==> src/design/hbcs_pkg.sv <==
// Shared types, codes and the six-step drive table of the hall commutator.
package hbcs_pkg;

	// Widths of the fields and of internal values.
	localparam int unsigned CMP_W    = 16;
	localparam int unsigned SPEED_W  = 22;
	localparam int unsigned SUM_W    = 18;
	localparam int unsigned DIVISOR_W = 18;
	localparam int unsigned SLOTS    = 4;
	localparam int unsigned SLOT_W   = 2;

	// Speed numerator, also the saturated result on a zero divisor.
	localparam logic [SPEED_W-1:0] SPEED_NUM = SPEED_W'(2500000);

	// Item kinds.
	localparam logic [1:0] KIND_START  = 2'd0;
	localparam logic [1:0] KIND_STOP   = 2'd1;
	localparam logic [1:0] KIND_SAMPLE = 2'd2;

	// Configuration register indexes.
	localparam logic [1:0] CFG_MIN_DUTY     = 2'd0;
	localparam logic [1:0] CFG_FULL_COMPARE = 2'd1;
	localparam logic [1:0] CFG_REVERSE_DIR  = 2'd2;
	localparam logic [1:0] CFG_EDGE_SKIP    = 2'd3;

	// Phase drive modes.
	typedef logic [1:0] mode_t;
	localparam mode_t MODE_OFF = 2'd0;
	localparam mode_t MODE_LOW = 2'd1;
	localparam mode_t MODE_PWM = 2'd2;

	// Element 0 is phase 1.
	typedef mode_t [2:0] modes_t;

	typedef enum logic [1:0] {
		ST_IDLE,
		ST_SCAN,
		ST_CALC,
		ST_DIV
	} state_t;

	// Drive pattern for a hall code; codes 0 and 7 map to all off.
	function automatic modes_t step_modes(input logic dir, input logic [2:0] code);
		modes_t m;
		m = '{MODE_OFF, MODE_OFF, MODE_OFF};
		if (!dir) begin
			unique case (code)
				3'd1: m = '{MODE_LOW, MODE_PWM, MODE_OFF};
				3'd2: m = '{MODE_OFF, MODE_LOW, MODE_PWM};
				3'd3: m = '{MODE_LOW, MODE_OFF, MODE_PWM};
				3'd4: m = '{MODE_PWM, MODE_OFF, MODE_LOW};
				3'd5: m = '{MODE_OFF, MODE_PWM, MODE_LOW};
				3'd6: m = '{MODE_PWM, MODE_LOW, MODE_OFF};
				default: m = '{MODE_OFF, MODE_OFF, MODE_OFF};
			endcase
		end else begin
			unique case (code)
				3'd1: m = '{MODE_PWM, MODE_LOW, MODE_OFF};
				3'd2: m = '{MODE_OFF, MODE_PWM, MODE_LOW};
				3'd3: m = '{MODE_PWM, MODE_OFF, MODE_LOW};
				3'd4: m = '{MODE_LOW, MODE_OFF, MODE_PWM};
				3'd5: m = '{MODE_OFF, MODE_LOW, MODE_PWM};
				3'd6: m = '{MODE_LOW, MODE_PWM, MODE_OFF};
				default: m = '{MODE_OFF, MODE_OFF, MODE_OFF};
			endcase
		end
		return m;
	endfunction

endpackage

==> src/design/hbcs_div.sv <==
// Bit-serial restoring divider for the speed numerator, one quotient bit per cycle.
module hbcs_div
	import hbcs_pkg::*;
(
	input  logic                 clk,
	input  logic                 arst_n,
	input  logic                 start,
	input  logic [DIVISOR_W-1:0] divisor,
	output logic                 done,
	output logic [SPEED_W-1:0]   quotient
);

	localparam int unsigned CNT_W = $clog2(SPEED_W);

	logic                 busy_q;
	logic                 done_q;
	logic [CNT_W-1:0]     cnt_q;
	logic [DIVISOR_W-1:0] div_q;
	logic [DIVISOR_W-1:0] rem_q;
	logic [SPEED_W-1:0]   nq_q;
	logic [DIVISOR_W:0]   shifted;
	logic                 qbit;

	// Bring down the next numerator bit and trial-subtract the divisor.
	assign shifted = {rem_q, nq_q[SPEED_W-1]};
	assign qbit    = (shifted >= {1'b0, div_q});

	// Control: counter, busy and a one-cycle done pulse.
	always_ff @(posedge clk or negedge arst_n) begin
		if (!arst_n) begin
			busy_q <= 1'b0;
			done_q <= 1'b0;
			cnt_q  <= '0;
		end else begin
			done_q <= 1'b0;
			if (start) begin
				busy_q <= 1'b1;
				cnt_q  <= '0;
			end else if (busy_q) begin
				cnt_q <= cnt_q + CNT_W'(1);
				if (cnt_q == CNT_W'(SPEED_W - 1)) begin
					busy_q <= 1'b0;
					done_q <= 1'b1;
				end
			end
		end
	end

	// Datapath: remainder and the numerator/quotient shift register.
	always_ff @(posedge clk) begin
		if (start) begin
			div_q <= divisor;
			rem_q <= '0;
			nq_q  <= SPEED_NUM;
		end else if (busy_q) begin
			if (qbit) begin
				rem_q <= DIVISOR_W'(shifted - {1'b0, div_q});
			end else begin
				rem_q <= shifted[DIVISOR_W-1:0];
			end
			nq_q <= {nq_q[SPEED_W-2:0], qbit};
		end
	end

	assign done     = done_q;
	assign quotient = nq_q;

endmodule

==> src/design/hall_bldc_commutation_speed_top.sv <==
// Six-step hall commutator with interval capture and serial speed division.
// An accepted item goes through CALC and into the output register; an item that closes
// a group of four intervals first goes through the interval scan (SCAN), a setup step
// in CALC and, on a nonzero divisor, the bit-serial divide (DIV). The input stalls until
// the item is handed over; a finished result waits in the output register. Reset (arst_n low)
// stops the motor, turns the held phase modes off and clears control and motor state.
module hall_bldc_commutation_speed_top
	import hbcs_pkg::*;
(
	input  logic               clk,
	input  logic               arst_n,
	// Item channel.
	input  logic               in_valid,
	output logic               in_stall,
	input  logic [1:0]         kind,
	input  logic [2:0]         hall_code,
	input  logic [CMP_W-1:0]   elapsed_ticks,
	input  logic [CMP_W-1:0]   duty,
	// Result channel.
	output logic               out_valid,
	input  logic               out_stall,
	output logic [1:0]         ch1_mode,
	output logic [1:0]         ch2_mode,
	output logic [1:0]         ch3_mode,
	output logic [CMP_W-1:0]   ch1_compare,
	output logic [CMP_W-1:0]   ch2_compare,
	output logic [CMP_W-1:0]   ch3_compare,
	output logic [SPEED_W-1:0] speed_value,
	output logic               running,
	output logic               speed_fresh,
	output logic               commutated,
	// Configuration write channel.
	input  logic               cfg_valid,
	output logic               cfg_ready,
	input  logic [1:0]         cfg_index,
	input  logic [CMP_W-1:0]   cfg_data
);

	// Configuration registers.
	logic [CMP_W-1:0] min_duty_q;
	logic [CMP_W-1:0] full_compare_q;
	logic             reverse_dir_q;
	logic [7:0]       edge_skip_q;

	// Motor state.
	state_t               state_q, state_d;
	logic                 run_q;
	logic [2:0]           last_pos_q;
	logic [CMP_W-1:0]     interval_q;
	logic [CMP_W-1:0]     store_q [SLOTS];
	logic [SLOT_W-1:0]    slot_q;
	logic [7:0]           edge_cnt_q;
	logic [SPEED_W-1:0]   speed_q;
	modes_t               modes_q;
	logic [CMP_W-1:0]     cmp_q [3];
	logic                 fresh_q;
	logic                 comm_q;

	// Interval scan registers.
	logic [SLOT_W-1:0]    scan_q;
	logic [SUM_W-1:0]     sum_q;
	logic [CMP_W-1:0]     min_q;
	logic [CMP_W-1:0]     max_q;

	// Output register.
	logic                 out_valid_q;
	modes_t               out_modes_q;
	logic [CMP_W-1:0]     out_cmp_q [3];
	logic [SPEED_W-1:0]   out_speed_q;
	logic                 out_run_q;
	logic                 out_fresh_q;
	logic                 out_comm_q;

	logic                 in_accept;
	logic                 out_take;
	logic                 result_load;
	logic                 is_edge;
	logic                 code_ok;
	logic [CMP_W-1:0]     interval_sum;
	logic [7:0]           edge_next;
	logic                 edge_fire;
	modes_t               new_modes;
	logic [CMP_W-1:0]     pwm_cmp;
	logic [CMP_W-1:0]     scan_val;
	logic [SUM_W-2:0]     mid_sum;
	logic [DIVISOR_W-1:0] divisor;
	logic                 div_start;
	logic                 div_done;
	logic [SPEED_W-1:0]   quotient;

	assign in_accept = in_valid && !in_stall;
	assign out_take  = out_valid_q && !out_stall;
	assign cfg_ready = 1'b1;

	// Decode of the accepted item.
	assign interval_sum = interval_q + elapsed_ticks;
	assign is_edge      = (kind == KIND_SAMPLE) && run_q && (hall_code != last_pos_q);
	assign edge_next    = edge_cnt_q + 8'd1;
	assign edge_fire    = edge_next > edge_skip_q;
	assign code_ok      = (hall_code != 3'd0) && (hall_code != 3'd7);
	assign new_modes    = step_modes((kind == KIND_START) ? 1'b0 : reverse_dir_q, hall_code);
	assign pwm_cmp      = (kind == KIND_START) ? min_duty_q : duty;

	// Middle two of four intervals: total minus the smallest and the largest.
	assign scan_val = store_q[scan_q];
	assign mid_sum  = (SUM_W-1)'(sum_q - SUM_W'(min_q) - SUM_W'(max_q));
	assign divisor  = {mid_sum, 1'b0};

	// Next state; a result is handed over once the output register is free.
	always_comb begin
		state_d     = state_q;
		div_start   = 1'b0;
		result_load = 1'b0;
		unique case (state_q)
			ST_IDLE: begin
				if (in_accept && is_edge && (slot_q == SLOT_W'(SLOTS - 1))) begin
					state_d = ST_SCAN;
				end else if (in_accept) begin
					state_d = ST_CALC;
				end
			end
			ST_SCAN: begin
				if (scan_q == SLOT_W'(SLOTS - 1)) begin
					state_d = ST_CALC;
				end
			end
			ST_CALC: begin
				if (fresh_q && divisor != '0) begin
					div_start = 1'b1;
					state_d   = ST_DIV;
				end else if (!out_valid_q || !out_stall) begin
					result_load = 1'b1;
					state_d     = ST_IDLE;
				end
			end
			ST_DIV: begin
				if (div_done) begin
					state_d = ST_CALC;
				end
			end
			default: state_d = ST_IDLE;
		endcase
	end

	assign in_stall = (state_q != ST_IDLE);

	always_ff @(posedge clk or negedge arst_n) begin
		if (!arst_n) begin
			state_q <= ST_IDLE;
		end else begin
			state_q <= state_d;
		end
	end

	// Configuration writes.
	always_ff @(posedge clk or negedge arst_n) begin
		if (!arst_n) begin
			min_duty_q     <= '0;
			full_compare_q <= '1;
			reverse_dir_q  <= 1'b1;
			edge_skip_q    <= '0;
		end else if (cfg_valid && cfg_ready) begin
			unique case (cfg_index)
				CFG_MIN_DUTY:     min_duty_q     <= cfg_data;
				CFG_FULL_COMPARE: full_compare_q <= cfg_data;
				CFG_REVERSE_DIR:  reverse_dir_q  <= cfg_data[0];
				CFG_EDGE_SKIP:    edge_skip_q    <= cfg_data[7:0];
				default:          ;
			endcase
		end
	end

	// Motor state update on an accepted item, speed update after the divide or on a zero divisor.
	always_ff @(posedge clk or negedge arst_n) begin
		if (!arst_n) begin
			run_q      <= 1'b0;
			last_pos_q <= '0;
			interval_q <= '0;
			for (int i = 0; i < SLOTS; i++) store_q[i] <= '0;
			slot_q     <= '0;
			edge_cnt_q <= '0;
			speed_q    <= '0;
			modes_q    <= '{MODE_OFF, MODE_OFF, MODE_OFF};
			for (int i = 0; i < 3; i++) cmp_q[i] <= '0;
			fresh_q    <= 1'b0;
			comm_q     <= 1'b0;
		end else begin
			if (in_accept) begin
				fresh_q    <= 1'b0;
				comm_q     <= 1'b0;
				interval_q <= interval_sum;
				if (kind == KIND_START) begin
					run_q      <= 1'b1;
					last_pos_q <= hall_code;
					if (code_ok) begin
						comm_q  <= 1'b1;
						modes_q <= new_modes;
						for (int i = 0; i < 3; i++) begin
							cmp_q[i] <= (new_modes[i] == MODE_LOW) ? full_compare_q : pwm_cmp;
						end
					end
				end else if (kind == KIND_STOP) begin
					run_q   <= 1'b0;
					modes_q <= '{MODE_OFF, MODE_OFF, MODE_OFF};
					for (int i = 0; i < 3; i++) cmp_q[i] <= '0;
				end else if (is_edge) begin
					store_q[slot_q] <= interval_sum;
					slot_q          <= slot_q + SLOT_W'(1);
					fresh_q         <= (slot_q == SLOT_W'(SLOTS - 1));
					interval_q      <= '0;
					if (edge_fire) begin
						edge_cnt_q <= '0;
						last_pos_q <= hall_code;
						if (code_ok) begin
							comm_q  <= 1'b1;
							modes_q <= new_modes;
							for (int i = 0; i < 3; i++) begin
								cmp_q[i] <= (new_modes[i] == MODE_LOW) ? full_compare_q : pwm_cmp;
							end
						end
					end else begin
						edge_cnt_q <= edge_next;
					end
				end
			end
			// A zero divisor saturates; otherwise the quotient lands after the divide.
			if (state_q == ST_CALC && fresh_q && divisor == '0) begin
				speed_q <= SPEED_NUM;
			end
			if (state_q == ST_DIV && div_done) begin
				speed_q <= quotient;
				fresh_q <= 1'b0;
			end
		end
	end

	// Walk the four stored intervals, tracking total, minimum and maximum.
	always_ff @(posedge clk or negedge arst_n) begin
		if (!arst_n) begin
			scan_q <= '0;
		end else if (state_q == ST_SCAN) begin
			scan_q <= scan_q + SLOT_W'(1);
		end else begin
			scan_q <= '0;
		end
	end

	always_ff @(posedge clk) begin
		if (state_q == ST_SCAN) begin
			if (scan_q == '0) begin
				sum_q <= SUM_W'(scan_val);
				min_q <= scan_val;
				max_q <= scan_val;
			end else begin
				sum_q <= sum_q + SUM_W'(scan_val);
				if (scan_val < min_q) min_q <= scan_val;
				if (scan_val > max_q) max_q <= scan_val;
			end
		end
	end

	// The fresh flag for the result is captured when the item is accepted; keep it once the
	// divide has cleared its working copy.
	logic fresh_seen_q;

	always_ff @(posedge clk or negedge arst_n) begin
		if (!arst_n) begin
			fresh_seen_q <= 1'b0;
		end else if (in_accept) begin
			fresh_seen_q <= is_edge && (kind == KIND_SAMPLE) && (slot_q == SLOT_W'(SLOTS - 1));
		end
	end

	hbcs_div u_div (
		.clk      (clk),
		.arst_n   (arst_n),
		.start    (div_start),
		.divisor  (divisor),
		.done     (div_done),
		.quotient (quotient)
	);

	// Output register: loaded with the held state once an item is finished.
	always_ff @(posedge clk or negedge arst_n) begin
		if (!arst_n) begin
			out_valid_q <= 1'b0;
		end else if (result_load) begin
			out_valid_q <= 1'b1;
		end else if (out_take) begin
			out_valid_q <= 1'b0;
		end
	end

	always_ff @(posedge clk) begin
		if (result_load) begin
			out_modes_q <= modes_q;
			for (int i = 0; i < 3; i++) out_cmp_q[i] <= cmp_q[i];
			out_speed_q <= (fresh_q && divisor == '0) ? SPEED_NUM : speed_q;
			out_run_q   <= run_q;
			out_fresh_q <= fresh_seen_q;
			out_comm_q  <= comm_q;
		end
	end

	assign out_valid   = out_valid_q;
	assign ch1_mode    = out_modes_q[0];
	assign ch2_mode    = out_modes_q[1];
	assign ch3_mode    = out_modes_q[2];
	assign ch1_compare = out_cmp_q[0];
	assign ch2_compare = out_cmp_q[1];
	assign ch3_compare = out_cmp_q[2];
	assign speed_value = out_speed_q;
	assign running     = out_run_q;
	assign speed_fresh = out_fresh_q;
	assign commutated  = out_comm_q;

endmodule

==> config.mk <==
export PLATFORM = sky130hd
export DESIGN_NAME = hall_bldc_commutation_speed_top
export DESIGN_NICKNAME = d
export VERILOG_FILES = /design/src/design/hbcs_pkg.sv /design/src/design/hbcs_div.sv /design/src/design/hall_bldc_commutation_speed_top.sv
export SDC_FILE = /design/constraint.sdc
export NUM_CORES = 1
export LEC_CHECK = 0
export ABC_CLOCK_PERIOD_IN_PS = 15700
export BUFFER_PORTS_ARGS = -buffer_cell sky130_fd_sc_hd__buf_4
export CAP_MARGIN = 40
export CELL_PAD_IN_SITES_DETAIL_PLACEMENT = 1
export CELL_PAD_IN_SITES_GLOBAL_PLACEMENT = 1
export CORE_AREA = 10 10 184 255
export DETAILED_ROUTE_END_ITERATION = 7
export DIE_AREA = 0 0 194 265
export PLACE_DENSITY = 0.89
export SYNTH_ARGS = -nofsm -noshare
export SYNTH_HDL_FRONTEND = slang
export SYNTH_SLANG_ARGS = --single-unit
==> constraint.sdc <==
create_clock -name clk -period 15.7 [get_ports clk]
set_clock_uncertainty 0.05 [all_clocks]
set_input_delay 0.785 -clock clk [delete_from_list [all_inputs] [get_ports clk]]
set_output_delay 0.785 -clock clk [all_outputs]
set_load 0.05 [all_outputs]
==> reports/metrics.yaml <==
clk_pin_slew_ns: 0.07
final_nets: 2198
ant_nets: 0
synth_edf_count: 145
hold_ws_ns: 0.231
fmaxAchievable_mhz: 162
synth_common_cells: "dfrtp_1 (209), nand2_1 (179), o21ai_0 (158)"
fin_crit_ns: 6.19
fin_util_pct: 57.2
io_pins: 142
dp.final_hpwl_mm: 41.7
critical_path_class: "reg -> reg"
place.gp.congestion: 0.874
drive_gt1_share_pct: 17.6
drt_iter0_markers: 1055
stdcell_area_um2: 24100
cts_buffers: 42
crit_buf_inv: 2
ys_seq_area_share_pct: 52.0
placed_area_um2: 22600
h-tree-depth: 2
synthesis.nets: 2071
required_ns: 15.84
tns_ns: 0
drc: 0
wirelength_mm: 63.3
cp_top_family: "compound AO/OA/AOI/OAI gates"
final-instance-count-excl-fill: 2585
detail_route.wl_per_cell_um: 24.5
grt_pass1_wl_mm: 101
insertion_delay_ns: 0.57
dr.pass1.iters: 5
area_growth_syn_to_layout_pct: 15.5
cts_setup_buffers: 0
cpPeakStageDelay_ns: 0.77
p_leak_nw: 10.7
die_x_um: 194
synthArstFlopShare_pct: 55.0
cts_tree: "yes"
grt_max_degree: 117
min_path_type: "in -> async"
r2r_slack_ns: 9.51
drv_cap: 0
cts.sinks: 411
endpoint_kind: "register"
yosysWarnings: 0
post-place-ws_ns: 9.51
vias: 15876
worst_slack_ns: 9.51
r2r-end: "ch1_mode[1]"
critPathSlowestCell: "buf_4"
io_buffers: 140
postSynthCellCount: 1878
rows: 89
dpl.cell_count: 2507
die_h_um: 265
crit_path_max_fanout: 57
status: "finished clean"
rsz0062_at_grt: "false"
num_antenna_cells: 0
synth_cell_type_count: 72
relSlewSlack_pct: 39.6
ys.flop_type: "dfrtp_1"
period_share_pct: 39.4
ys_ff_latch: 411
core_area_um2: 42100
synth_top_area_share_pct: 25.1
slew_viol_final: 0
grt.total_usage_pct: 24.1
worstRegToRegCells: 14
overflow: 0
ir_drop_v: 0.000124
hold_viol: 0
antenna_found_initial: 0
critPathArrivalTime_ns: 6.32
r2r_start: "sum_q[0]"
clock_path_buffers: 3
p_total_mw: 5.67
crit_chain: "fa_1 > inv_1 > ha_1 > or2_2 > fa_1 > a21o_1 > a221oi_2 > xnor2_1 > a2111oi_0 > or4b_1 > nor4_4 > nand3_1 > a21oi_4 > buf_4"
initial_utilization_pct: 49.5
grt_pass1_vias: 17874
root_buffer: "clkbuf_16"
cts_hold_buf: 0
crit_top_cell: "fa_1"
vias_per_cell: 6.14
synth.most_common_cell: "dfrtp_1"
start_kind: "register"
powerDensity_nw_per_um2: 235
synth_top_area_cell: "dfrtp_1"
synth_area_per_cell_um2: 11.1
setup_viol: 0
synthTopCellsByArea: "dfrtp_1 (25%), edfxtp_1 (21%), ha_1 (6.8%)"
die_area_um2: 51400
cts_resized: 0
syn-cell-area_um2: 20800
tightestPinTransition_ns: 0.905
[kinds of logic after synthesis]
kind of cell / Yosys count / synth area share [%]
simple gates: 515 / 11.8
compound gates: 417 / 12.3
flops: 411 / 52.0
buf+inv: 172 / 3.16
mux: 165 / 9.32
fa+ha+maj: 133 / 8.67
xor+xnor: 64 / 2.76
other cells: 1 / 0.0180
[routing by layer]
| metal | part of all wire (%) | global-route usage [%] |
|---|---|---|
| met4 | 4.1 | 10.8 |
| met5 | 0 | 0 |
| met1 | 38 | 27.1 |
| met3 | 4.6 | 3.31 |
| met2 | 53 | 44.2 |
[worst max path at each step]
stage / endpoint / slack, ns / startpoint / cells past startpoint
detailed placement: running / 9.51 / sum_q[0] / 14
CTS: ch2_mode[1] / 9.47 / sum_q[0] / 14
floorplan: ch1_mode[0] / 7.57 / sum_q[0] / 13
global route: ch1_mode[1] / 9.11 / sum_q[0] / 14
global placement: speed_fresh / 9.68 / sum_q[0] / 14
finish: ch1_mode[1] / 9.51 / sum_q[0] / 14
[where the power goes]
group | internal, mW | switching (mW) | total (mW)
sequential | 1.61 | 0.268 | 1.88
combinational | 0.977 | 1.74 | 2.71
clock | 0.626 | 0.451 | 1.08
[layout by cell type, fill, tap and decap left out, types with 20 or more instances in the layout]
cell type    n
mux2i_1     77
nand2b_1    23
buf_4      162
a21o_1      20
o211ai_1    24
o21ai_0    158
and2_1      21
dfrtp_1    208
inv_1       86
edfxtp_1   145
nor2b_1     38
nand2_1    178
a211oi_1    25
nor2_1     117
xnor2_1     30
ha_1       114
xor2_1      33
dfxtp_1     40
nand4_1     28
nand3_1     38
mux2_2      72
clkbuf_16   45
a21oi_1     87
nor3_1      23
[flip-flops by register name, indices dropped and copies added, names as in the netlist, 16 cells and up]
register	flops
cmp_q	48
speed_q	22
interval_q	16
speed_value	22
store_q	64
out_cmp_q	48
min_q	16
u_div.div_q	17
u_div.quotient	22
u_div.rem_q	18
full_compare_q	16
min_duty_q	16
sum_q	17
max_q	16
[worst reg2reg max path, stage by stage (launching register included)]
cell and delay (ns):
edfxtp_1 0.43, fa_1 0.58, inv_1 0.07, ha_1 0.20, or2_2 0.31, fa_1 0.41, a21o_1 0.21, a221oi_2 0.33
xnor2_1 0.14, a2111oi_0 0.41, or4b_1 0.54, nor4_4 0.29, nand3_1 0.27, a21oi_4 0.74, buf_4 0.79
[area by class of cell]
class / count / area [µm²]
Fill cell: 4428 / 18000
Sequential cell: 411 / 10800
Multi-Input combinational cell: 1295 / 9420
Timing Repair Buffer: 169 / 1350
Clock buffer: 60 / 1250
Tap cell: 546 / 683
Inverter: 86 / 323
Clock inverter: 18 / 211
No activity file was read; power rests on OpenSTA's default activity.
